**config.mk**
```make
export PLATFORM = sky130hd
export DESIGN_NAME = mt_ctrl
export DESIGN_NICKNAME = d
export VERILOG_FILES = /design/src/rtl/mt_pkg.sv /design/src/rtl/mt_ctrl.sv
export SDC_FILE = /design/constraint.sdc
export NUM_CORES = 1
export LEC_CHECK = 0
export ABC_AREA = 1
export BUFFER_PORTS_ARGS = -buffer_cell sky130_fd_sc_hd__buf_4
export CORE_MARGIN = 1
export CORE_UTILIZATION = 51
export DETAILED_ROUTE_END_ITERATION = 10
export HOLD_SLACK_MARGIN = 0.1
export PLACE_DENSITY_LB_ADDON = 0.1
export SYNTH_ARGS = -nofsm -noshare
export SYNTH_HDL_FRONTEND = slang
export SYNTH_SLANG_ARGS = --single-unit
```
**constraint.sdc**
```tcl
create_clock -name clk -period 2 [get_ports clk]
set_input_delay 0.3 -clock clk [delete_from_list [all_inputs] [get_ports clk]]
set_output_delay 0.3 -clock clk [all_outputs]
set_load 0.05 [all_outputs]
```
**src/rtl/mt_pkg.sv**
```systemverilog
package mt_pkg;

	localparam int WORD_W           = 32;
	localparam int STATE_WORDS_DEF  = 624;
	localparam int TWIST_OFFSET_DEF = 397;

	localparam logic [WORD_W-1:0] KNUTH_MULT   = 32'd1812433253;
	localparam logic [WORD_W-1:0] TWIST_MATRIX = 32'h9908b0df;
	localparam logic [WORD_W-1:0] HIGH_BIT     = 32'h80000000;
	localparam logic [WORD_W-1:0] LOW_BITS     = 32'h7fffffff;
	localparam logic [WORD_W-1:0] TEMPER_B     = 32'h9d2c5680;
	localparam logic [WORD_W-1:0] TEMPER_C     = 32'hefc60000;

	// Commands from the controller to the datapath.
	typedef struct packed {
		logic fill_we;   // write the seeding recurrence word into the table
		logic load_seed; // start a new seeding recurrence from the seed field
		logic rd_en;     // read the next and far words for a draw
		logic adv;       // write back the twisted word and load the output register
	} ctl_t;

	function automatic logic [WORD_W-1:0] twist_word(input logic [WORD_W-1:0] cur,
		input logic [WORD_W-1:0] nxt, input logic [WORD_W-1:0] far);
		logic [WORD_W-1:0] y;
		logic [WORD_W-1:0] r;
		y = (cur & HIGH_BIT) | (nxt & LOW_BITS);
		r = far ^ (y >> 1);
		if (y[0]) begin
			r = r ^ TWIST_MATRIX;
		end
		return r;
	endfunction

	function automatic logic [WORD_W-1:0] temper(input logic [WORD_W-1:0] w);
		logic [WORD_W-1:0] y;
		y = w ^ (w >> 11);
		y = y ^ ((y << 7) & TEMPER_B);
		y = y ^ ((y << 15) & TEMPER_C);
		y = y ^ (y >> 18);
		return y;
	endfunction

endpackage

```
**src/rtl/mt_ctrl.sv**
```systemverilog
module mt_ctrl #(
	parameter int STATE_WORDS  = mt_pkg::STATE_WORDS_DEF,
	parameter int TWIST_OFFSET = mt_pkg::TWIST_OFFSET_DEF,
	localparam int AW = $clog2(STATE_WORDS),
	localparam int IW = $clog2(STATE_WORDS + 1)
) (
	input  logic          clk,
	input  logic          arst_n,
	input  logic          in_valid,
	input  logic          in_mode,
	output logic          in_ready,
	output logic          out_valid,
	input  logic          out_ready,
	output mt_pkg::ctl_t  ctl,
	output logic [AW-1:0] fill_addr,
	output logic [AW-1:0] rd_k,
	output logic [AW-1:0] rd_addr_n,
	output logic [AW-1:0] rd_addr_f
);
	import mt_pkg::*;

	localparam logic ST_FILL = 1'b0;
	localparam logic ST_RUN  = 1'b1;

	localparam logic [AW-1:0] LAST_K = AW'(STATE_WORDS - 1);
	localparam logic [AW-1:0] FAR_UP = AW'(TWIST_OFFSET);
	localparam logic [AW-1:0] FAR_DN = AW'(STATE_WORDS - TWIST_OFFSET);
	localparam logic [IW-1:0] IDX_END = IW'(STATE_WORDS);

	logic          state_q;
	logic [AW-1:0] cnt_q;
	logic [IW-1:0] idx_q;
	logic          s1_valid_q;
	logic          out_valid_q;

	logic          adv;
	logic          draw_acc;
	logic          seed_acc;
	logic [AW-1:0] k;

	assign adv      = s1_valid_q && (!out_valid_q || out_ready);
	assign in_ready = (state_q == ST_RUN) && (!s1_valid_q || adv);
	assign draw_acc = in_valid && in_ready && !in_mode;
	assign seed_acc = in_valid && in_ready && in_mode;

	// A draw at the end of the table starts a new round at word zero; the
	// twist of each word is done on the draw that reads it.
	assign k         = (idx_q == IDX_END) ? '0 : idx_q[AW-1:0];
	assign rd_k      = k;
	assign rd_addr_n = (k == LAST_K) ? '0 : k + AW'(1);
	assign rd_addr_f = (k < FAR_DN) ? k + FAR_UP : k - FAR_DN;
	assign fill_addr = cnt_q;

	always_comb begin
		ctl           = '0;
		ctl.fill_we   = (state_q == ST_FILL);
		ctl.load_seed = seed_acc;
		ctl.rd_en     = draw_acc;
		ctl.adv       = adv;
	end

	assign out_valid = out_valid_q;

	always_ff @(posedge clk or negedge arst_n) begin
		if (!arst_n) begin
			state_q     <= ST_FILL;
			cnt_q       <= '0;
			idx_q       <= IDX_END;
			s1_valid_q  <= 1'b0;
			out_valid_q <= 1'b0;
		end else begin
			case (state_q)
				ST_FILL: begin
					cnt_q <= cnt_q + AW'(1);
					if (cnt_q == LAST_K) begin
						state_q <= ST_RUN;
					end
				end
				ST_RUN: begin
					if (seed_acc) begin
						state_q <= ST_FILL;
						cnt_q   <= '0;
					end
				end
				default: begin
					state_q <= ST_FILL;
					cnt_q   <= '0;
				end
			endcase

			if (seed_acc) begin
				idx_q <= IDX_END;
			end else if (draw_acc) begin
				idx_q <= IW'(k) + IW'(1);
			end

			if (draw_acc) begin
				s1_valid_q <= 1'b1;
			end else if (adv) begin
				s1_valid_q <= 1'b0;
			end

			if (adv) begin
				out_valid_q <= 1'b1;
			end else if (out_ready) begin
				out_valid_q <= 1'b0;
			end
		end
	end

endmodule

```
==> results of run 1 <==
## cell families after synthesis
kind of cell | after synthesis
compound gates | 39
xor+xnor | 7
fa+ha+maj | 3
buf+inv | 60
flops | 23
simple gates | 118
## metrics by stage
step / TNS (ps) / hold WS [ps]
after floorplan: -2880 / 4.41
after CTS: -7700 / 240
after global placement: -847 / 211
after detailed placement: -1720 / 207
## what timing repair did
action / 4_1_cts
gates cloned: 0
hold buffers: 1
resized for setup: 68
buffers inserted: 10
endpoints found under the hold margin: 19
pin swaps: 25
endpoints found under the setup margin: 25
==> results.toml, run 1 <==
[die]
die_h_um = 59.5
row_count = 20
start_util_pct = 54.4
io_pins = 51
die_w_um = 59.5

[place]
dp.final_hpwl_um = 3790
globalplace.congestion = 0.939
pre_cts_ws_ps = -238
post_dp_cell_area_um2 = 2520
placed_cells = 373
port_buffers = 50

[yosys]
synth_top_area_cell = "dfrtp_1"
seq_area_frac_synth_pct = 34.4
synth_area_leaders = "dfrtp_1 28%, nand2_1 13%, inv_1 9.6%"
synth.avg_cell_area_um2 = 6.75
synth-simple-area-share_pct = 32.2
yosysWarnings = 0
synth_compound_area_share_pct = 12.7
synthArstFlopShare_pct = 100
synth_mux_area_share_pct = 0
synthCells = 250
netlist_area_um2 = 1690
yosys.area_share.xor_xnor_pct = 3.64
syn_nets = 258
yosys-top-cells-count = "60 x nand2_1, 43 x inv_1, 23 x nor2_1, 19 x dfrtp_1, 14 x nand3_1"
synth_edf_count = 0
synth_top_family_by_area = "simple AND/OR/NAND/NOR gates"
yosys_register_bits = 23
synth_most_common_cell = "nand2_1"
synthFlopType = "dfrtp_1"
synth-adder-area-share_pct = 2.23
yosysUniqueCellTypes = 32
synth_top_cell_area_share_pct = 28.2

[timing]
worst_endpoint = "rd_addr_f[9]"
worstEndpointType = "output port"

[run_status]
run_status = "stopped before the end"
error = "[ERROR DPL-0038] Utilization greater than 100%, impossible to legalize"
haltStage = "global routing"

[cts]
cts_buffer_depth = 2
h-tree-depth = 1
clock_sinks = 23
cts_made_buffers = 3
cts_root_buffer = "clkbuf_4"

[grt]
grt_max_degree = 24
==> run 2: changes to the inputs <==
--- a/config.mk
+++ b/config.mk
@@ -8,10 +8,9 @@
 export ABC_AREA = 1
 export BUFFER_PORTS_ARGS = -buffer_cell sky130_fd_sc_hd__buf_4
 export CORE_MARGIN = 1
-export CORE_UTILIZATION = 51
+export CORE_UTILIZATION = 40
 export DETAILED_ROUTE_END_ITERATION = 10
-export HOLD_SLACK_MARGIN = 0.1
-export PLACE_DENSITY_LB_ADDON = 0.1
+export PLACE_DENSITY_LB_ADDON = 0.15
 export SYNTH_ARGS = -nofsm -noshare
 export SYNTH_HDL_FRONTEND = slang
 export SYNTH_SLANG_ARGS = --single-unit
==> results.toml, run 2 <==
[timing]
rsz0062_at_grt = "yes"
tns_ps = -5930
max_slew_margin_pct = 79.3
hold_viol_final = 0
clock_skew_ps = 1.41
drv_slew = 0
fmax_mhz = 414
finalWorstSetupSlack_ps = -415
finalCriticalPeriod_ps = 2420
setup_viol = 22
tightest_slew_ps = 306
fin_crit_sh_pct = 121

[die]
die-area_um2 = 4480
io_pins = 51
row_count = 23
die_h_um = 66.9
die_w_um = 66.9
start_util_pct = 41.9
core_area_um2 = 4030

[yosys]
seq_area_frac_synth_pct = 34.4
yosys_register_bits = 23
yosysUniqueCellTypes = 32
synth_area_leaders = "dfrtp_1 28%, nand2_1 13%, inv_1 9.6%"
synthArstFlopShare_pct = 100
yosysWarnings = 0
synth_top_area_cell = "dfrtp_1"
synth.avg_cell_area_um2 = 6.75
yosys-top-cells-count = "60 x nand2_1, 43 x inv_1, 23 x nor2_1, 19 x dfrtp_1, 14 x nand3_1"
synth_most_common_cell = "nand2_1"
synthFlopType = "dfrtp_1"
netlist_area_um2 = 1690
synth_edf_count = 0
syn_nets = 258
synthCells = 250
synth_top_cell_area_share_pct = 28.2

[grt]
grt_pass1_vias = 1722
grt-ovfl-total = 0
grt_pass1_wl_um = 8080
grt_usage_pct = 24.3
grt_max_degree = 24
antenna_found_initial = 0

[place]
globalplace.congestion = 0.890
port_buffers = 50
dp.final_hpwl_um = 3700

[worst_setup_path]
worstPathArrival_ps = 2120
cp.required_ps = 1700
critPathLaunchType = "flop"
end_kind = "output pin"
setup.worst_path.class = "flop to output pin"
crit_fanout = 7

[route]
first_pass_iters = 4
vias = 1939
drt_iter0_drc = 145
final_antenna_net_count = 0
vias_per_cell = 4.88
drcViolationCount = 0
routed_wl_um = 5140
routedWlPerCell_um = 13.0

[cells_and_area]
n_antenna_cell = 0
final_nets = 356
mostFrequentLayoutCells = "83 x buf_4, 47 x nand2_1, 36 x inv_1"
final_common_cell = "buf_4"
drive_above_1_share_pct = 51.3
syn_to_final_growth_pct = 73.4

[run_status]
run_status = "complete, but fails checks"
violations = "setup timing"

[hold_path]
hp-class = "primary input to flop"

[cts]
clkLatencyLatePin_ps = 270
h-tree-depth = 1
cts_root_buffer = "clkbuf_8"
clock_sinks = 23
path_clk_slew_ps = 80
cts_tree = "yes"
cts_made_buffers = 3
cts_buffer_depth = 2

[run]
drv_cap = 0
[run 2: path summary, 6_finish.rpt]
check                                start      endpoint  slack (ps)  cells after the start
worst max-delay path              idx_q[0]  rd_addr_n[9]        -420                     12
worst min-delay path             out_ready     out_valid         300                      4
worst max register to register    idx_q[0]      idx_q[9]         180                     13
worst min register to register  s1_valid_q     out_valid         470                      2
max in group asynchronous           arst_n      idx_q[6]        1250                      2
min in group asynchronous           arst_n  fill_addr[7]         460                      2
[run 2: worst max-delay path, cell delays in order (launching register included)]
cell and delay [ps]:
dfrtp_2 410, inv_2 80, ha_4 130, nand2_2 50, nor2_4 110, nand3_4 150
buf_4 180, nand2_4 60, clkinvlp_4 90, nand3_2 170, inv_4 80, a21oi_4 110
buf_4 200
[run 2: routing by layer]
layer	track usage, %	vias to the layer above	share of wire, %
met5	0	-	0
met4	6.65	0	1.1
met3	5.99	8	6.3
met2	37.2	69	49
met1	33.5	889	44
li1	-	973	-
[run 2: final cells by class]
| type | count | area [um^2] |
|---|---|---|
| Timing Repair Buffer | 104 | 873 |
| Fill cell | 326 | 1100 |
| Multi-Input combinational cell | 167 | 1140 |
| Sequential cell | 23 | 582 |
| Tap cell | 50 | 62.6 |
| Inverter | 49 | 218 |
| Clock buffer | 4 | 45.0 |
[run 2: what timing repair did]
item	4_1_cts	5_1_grt
pin swaps	19	11
hold buffers	1	0
hold endpoints to repair	19	0
setup buffers	6	3
setup endpoints to repair	24	26
resized for setup	48	16
[run 2: per-stage QoR]
| stage | util, % | hold WS, ps | setup WS, ps | std cells | area [um^2] |
|---|---|---|---|---|---|
| 2_1_floorplan | - | 4.41 | -259 | 250 | 1850 |
| 3_3_place_gp | 63.4 | 212 | -156 | 383 | 2550 |
| 5_1_grt | 72.6 | 332 | -530 | 397 | 2930 |
| 4_1_cts | 70.3 | 292 | -438 | 394 | 2830 |
| 3_5_place_dp | 63.4 | 214 | -204 | 383 | 2550 |
| 6_report | 72.6 | 301 | -415 | 397 | 2930 |
[run 2: kinds of logic after synthesis]
kind of cell	count (synthesis)	synth area share, %
compound gates	39	12.7
xor+xnor	7	3.64
fa+ha+maj	3	2.23
buf+inv	60	14.8
flops	23	34.4
simple gates	118	32.2
Power of run 2 is left out: the tool's default activity adds up to more than one toggle a clock period on the data nets, which glitch-free logic cannot reach.
==> run 3: changes to the inputs <==
==> constraint.sdc (replaced) <==
create_clock -name clk -period 2 [get_ports clk]
set_input_delay 0.1 -clock clk [delete_from_list [all_inputs] [get_ports clk]]
set_output_delay 0.1 -clock clk [all_outputs]
set_load 0.05 [all_outputs]
==> results.toml, run 3 (synthesized netlist as in run 2, its figures left out) <==
[run_status]
run_status = "complete, but fails checks"
violations = "setup timing"

[grt]
grt_max_degree = 24
antenna_found_initial = 0
grt_use_met1_pct = 32.5
grt_usage_pct = 22.7
met3_usage_pct = 4.11
top_usage_layer = "met2"
grt-ovfl-total = 0
gr-usage-met2_pct = 34.2
grt_pass1_vias = 1654
grt_pass1_wl_um = 7650

[hold_path]
hp-class = "primary input to flop"

[timing]
hold_viol_final = 0
tightest_slew_ps = 354
clock_skew_ps = 3.31
max_slew_margin_pct = 76.2
finalCriticalPeriod_ps = 2230
fmax_mhz = 449
fin_crit_sh_pct = 111
setup_viol = 16
finalWorstSetupSlack_ps = -229
rsz0062_at_grt = "yes"
drv_slew = 0

[die]
die-area_um2 = 4480
row_count = 23
io_pins = 51
core_area_um2 = 4030
die_w_um = 66.9
start_util_pct = 41.9
die_h_um = 66.9

[worst_setup_path]
setup.worst_path.class = "flop to output pin"
worstPathArrival_ps = 2130
critPathLaunchType = "flop"
cp.required_ps = 1900
end_kind = "output pin"
crit_fanout = 7

[cells_and_area]
final_common_cell = "buf_4"
final_nets = 335
n_antenna_cell = 0
fin_area_um2 = 2770
syn_to_final_growth_pct = 64.1
mostFrequentLayoutCells = "65 x buf_4, 44 x nand2_1, 35 x inv_1"
final_cells = 376
drive_above_1_share_pct = 48.2

[place]
globalplace.congestion = 0.902
post_dp_cell_area_um2 = 2340
pre_cts_ws_ps = 18.2
dp.final_hpwl_um = 3470
port_buffers = 50
placed_cells = 356

[cts]
cts_made_buffers = 3
clock_sinks = 23
path_clk_slew_ps = 80
clkLatencyLatePin_ps = 260
cts_buffer_depth = 2
cts_tree = "yes"
cts_root_buffer = "clkbuf_8"
h-tree-depth = 1

[route]
drt_iter0_drc = 105
drcViolationCount = 0
routedWlPerCell_um = 13.4
final_antenna_net_count = 0
routed_wl_um = 5040
vias_per_cell = 4.95
vias = 1860
first_pass_iters = 5

[run]
drv_cap = 0
run 3: changes by cell type in the layout (fill, tap and decap cells not counted), sizes merged:
cell	before	now
buf	103	82
run 3: final cells by class:
| type | count | area, um^2 |
|---|---|---|
| fill | 347 | 1260 |
| multi-input combinational | 167 | 1160 |
| timing repair buffer | 83 | 708 |
| sequential | 23 | 581 |
| inverter | 49 | 215 |
| tap | 50 | 62.6 |
| clock buffer | 4 | 45.0 |
run 3: repair_timing:
item	CTS	global route
buffers inserted	9	7
pin swaps	7	16
endpoints found under the hold margin	23	0
gates resized for setup	40	33
endpoints found under the setup margin	16	22
hold buffers	1	0
run 3: path summary, 6_finish.rpt:
path                                 start      endpoint  depth (start not counted)  slack [ps]
worst max-delay path              idx_q[0]  rd_addr_f[6]                         14        -230
worst min-delay path             out_ready     out_valid                          4         100
worst max register to register    idx_q[0]      idx_q[9]                         12          80
worst min register to register  s1_valid_q     out_valid                          2         460
max in group asynchronous           arst_n      idx_q[9]                          2        1460
min in group asynchronous           arst_n  fill_addr[8]                          2         260
run 3: worst max-delay path, cell delays in order (launching register included):
cell and delay (ps):
dfrtp_1 390, inv_2 80, ha_4 140, nand2_4 50, nor2_4 100, nand3_4 170
nand2_4 130, inv_4 50, nor2_4 90, nand2_4 100, o21ai_4 210, inv_2 60
nand2_2 80, nand2_4 50, buf_8 140
run 3: per-layer routing:
| layer | routed length [um] | up-vias | share of wire [%] |
|---|---|---|---|
| met5 | 0 | - | 0 |
| met4 | 61 | 0 | 1.2 |
| met3 | 202 | 6 | 4.0 |
| met2 | 2510 | 49 | 50 |
| met1 | 2260 | 885 | 45 |
| li1 | - | 920 | - |
run 3: metrics by stage:
step | hold slack [ps] | util, % | setup TNS (ps)
after CTS | 109 | 64.7 | -2210
after global placement | 13.4 | 58.0 | 0
after floorplan | -196 | - | -669
final | 105 | 68.7 | -1830
after detailed placement | 7.18 | 58.0 | 0
after global routing | 130 | 68.7 | -3810
Power of run 3 is left out for the same reason.
==> run 4: changes to the inputs <==
==> constraint.sdc (replaced) <==
create_clock -name clk -period 1.8 [get_ports clk]
set_input_delay 0.09 -clock clk [delete_from_list [all_inputs] [get_ports clk]]
set_output_delay 0.09 -clock clk [all_outputs]
set_load 0.05 [all_outputs]
==> results.toml, run 4 (synthesized netlist as in run 2, its figures left out) <==
[run_status]
run_status = "complete, but fails checks"
violations = "setup timing"

[worst_setup_path]
worstPathArrival_ps = 2120
r2r_slack_ps = -250
cp.required_ps = 1710
setup.worst_path.class = "flop to output pin"
crit_fanout = 7
ff2ff_path_depth = 16
critPathLaunchType = "flop"
worstReg2RegEnd = "idx_q[9]"
r2r_start = "idx_q[0]"
cp-startpoint = "idx_q[0]"
end_kind = "output pin"
critPathCapture = "rd_addr_f[4]"

[route]
routedWlPerCell_um = 12.6
routed_wl_um = 5000
first_pass_iters = 4
drcViolationCount = 0
route.met2.wl_um = 2620
routed.top_layer = "met4"
m1WireLength_um = 2130
final_antenna_net_count = 0
vias_per_cell = 4.78
drt_iter0_drc = 83
met3_length_um = 142
vias = 1902

[timing]
finalWorstSetupSlack_ps = -414
finalCriticalPeriod_ps = 2210
fin_crit_sh_pct = 123
tightest_slew_ps = 299
max_slew_margin_pct = 79.9
setup_viol = 21
tns_ps = -5340
clock_skew_ps = 4.77
hold_viol_final = 0
rsz0062_at_grt = "yes"
fmax_mhz = 452
drv_slew = 0

[cts]
cts_buffer_depth = 2
cts_made_buffers = 3
cts_tree = "yes"
clkLatencyLatePin_ps = 260
cts_root_buffer = "clkbuf_8"
clock_sinks = 23
path_clk_slew_ps = 80
h-tree-depth = 1

[cells_and_area]
mostFrequentLayoutCells = "82 x buf_4, 45 x nand2_1, 34 x inv_1"
final_cells = 398
finalCoreUtilization_pct = 73.6
fin_area_um2 = 2960
n_antenna_cell = 0
final_common_cell = "buf_4"
syn_to_final_growth_pct = 75.7
fillers = 314
final_nets = 357
drive_above_1_share_pct = 54.3

[grt]
antenna_found_initial = 0
grt-ovfl-total = 0
grt_pass1_vias = 1752
grt_max_degree = 24
grt_pass1_wl_um = 7900
grt_usage_pct = 23.2

[die]
start_util_pct = 41.9
row_count = 23
die-area_um2 = 4480
die_h_um = 66.9
io_pins = 51
die_w_um = 66.9
core_area_um2 = 4030

[place]
port_buffers = 50
placed_cells = 383
dp.final_hpwl_um = 3720
post_dp_cell_area_um2 = 2570
globalplace.congestion = 0.879

[hold_path]
hp-class = "primary input to flop"

[run]
drv_cap = 0
## run 4: cell types whose count changed in the layout (fill, tap and decap cells not counted), moves of 2 or more
cell,change
buf_4,+17
buf_6,+6
nor2_1,-5
dfrtp_1,-3
dfrtp_2,+3
nand3_2,+3
nor2_2,+3
inv_6,-2
nand2_4,-2
nand3_4,-2
nor2_4,+2
xor2_2,-2
## run 4: critical path: stages (launching register included)
cell     delay, ps
dfrtp_2        420
inv_2           70
ha_4           130
nand2_4         50
nor2_4         100
nand3_4        150
nand4_1        240
nand2_4        130
buf_4          150
buf_6          110
xnor2_4        120
buf_6          170
## run 4: metal layers
layer | track usage, % | vias to the layer above
li1 | - | 974
met1 | 27.9 | 876
met2 | 42.8 | 40
met3 | 2.74 | 12
met4 | 6.38 | 0
met5 | 0 | -
## run 4: how the worst min path moves through the flow
stage,endpoint,depth (start not counted),slack (ps),startpoint
6_report,out_valid,4,100,out_ready
5_1_grt,out_valid,4,140,out_ready
4_1_cts,out_valid,4,100,out_ready
3_5_place_dp,out_valid,1,1,arst_n
3_3_place_gp,out_valid,1,-1,arst_n
2_1_floorplan,fill_addr[0],0,-210,arst_n
## run 4: cell type report
type,count,area (um^2),area share [%]
Clock buffer,3,41.3,1.39
Clock inverter,1,5.00,0.169
Tap cell,50,62.6,2.11
Sequential cell,23,584,19.7
Timing Repair Buffer,105,888,30.0
Multi-Input combinational cell,167,1160,39.3
Inverter,49,218,7.34
## run 4: timing repair
item,CTS,global route
hold buffers,1,0
endpoints found under the setup margin,24,28
gates cloned,0,0
pin swaps,17,14
buffers inserted,7,5
gates resized for setup,37,36
hold endpoints to repair,23,0
## run 4: stage by stage
step	setup slack [ps]	hold WS [ps]
after CTS	-422	101
after floorplan	-249	-206
after global placement	-159	-1.43
final	-414	100
after detailed placement	-204	1.44
after global routing	-548	139
Power of run 4 is left out for the same reason.
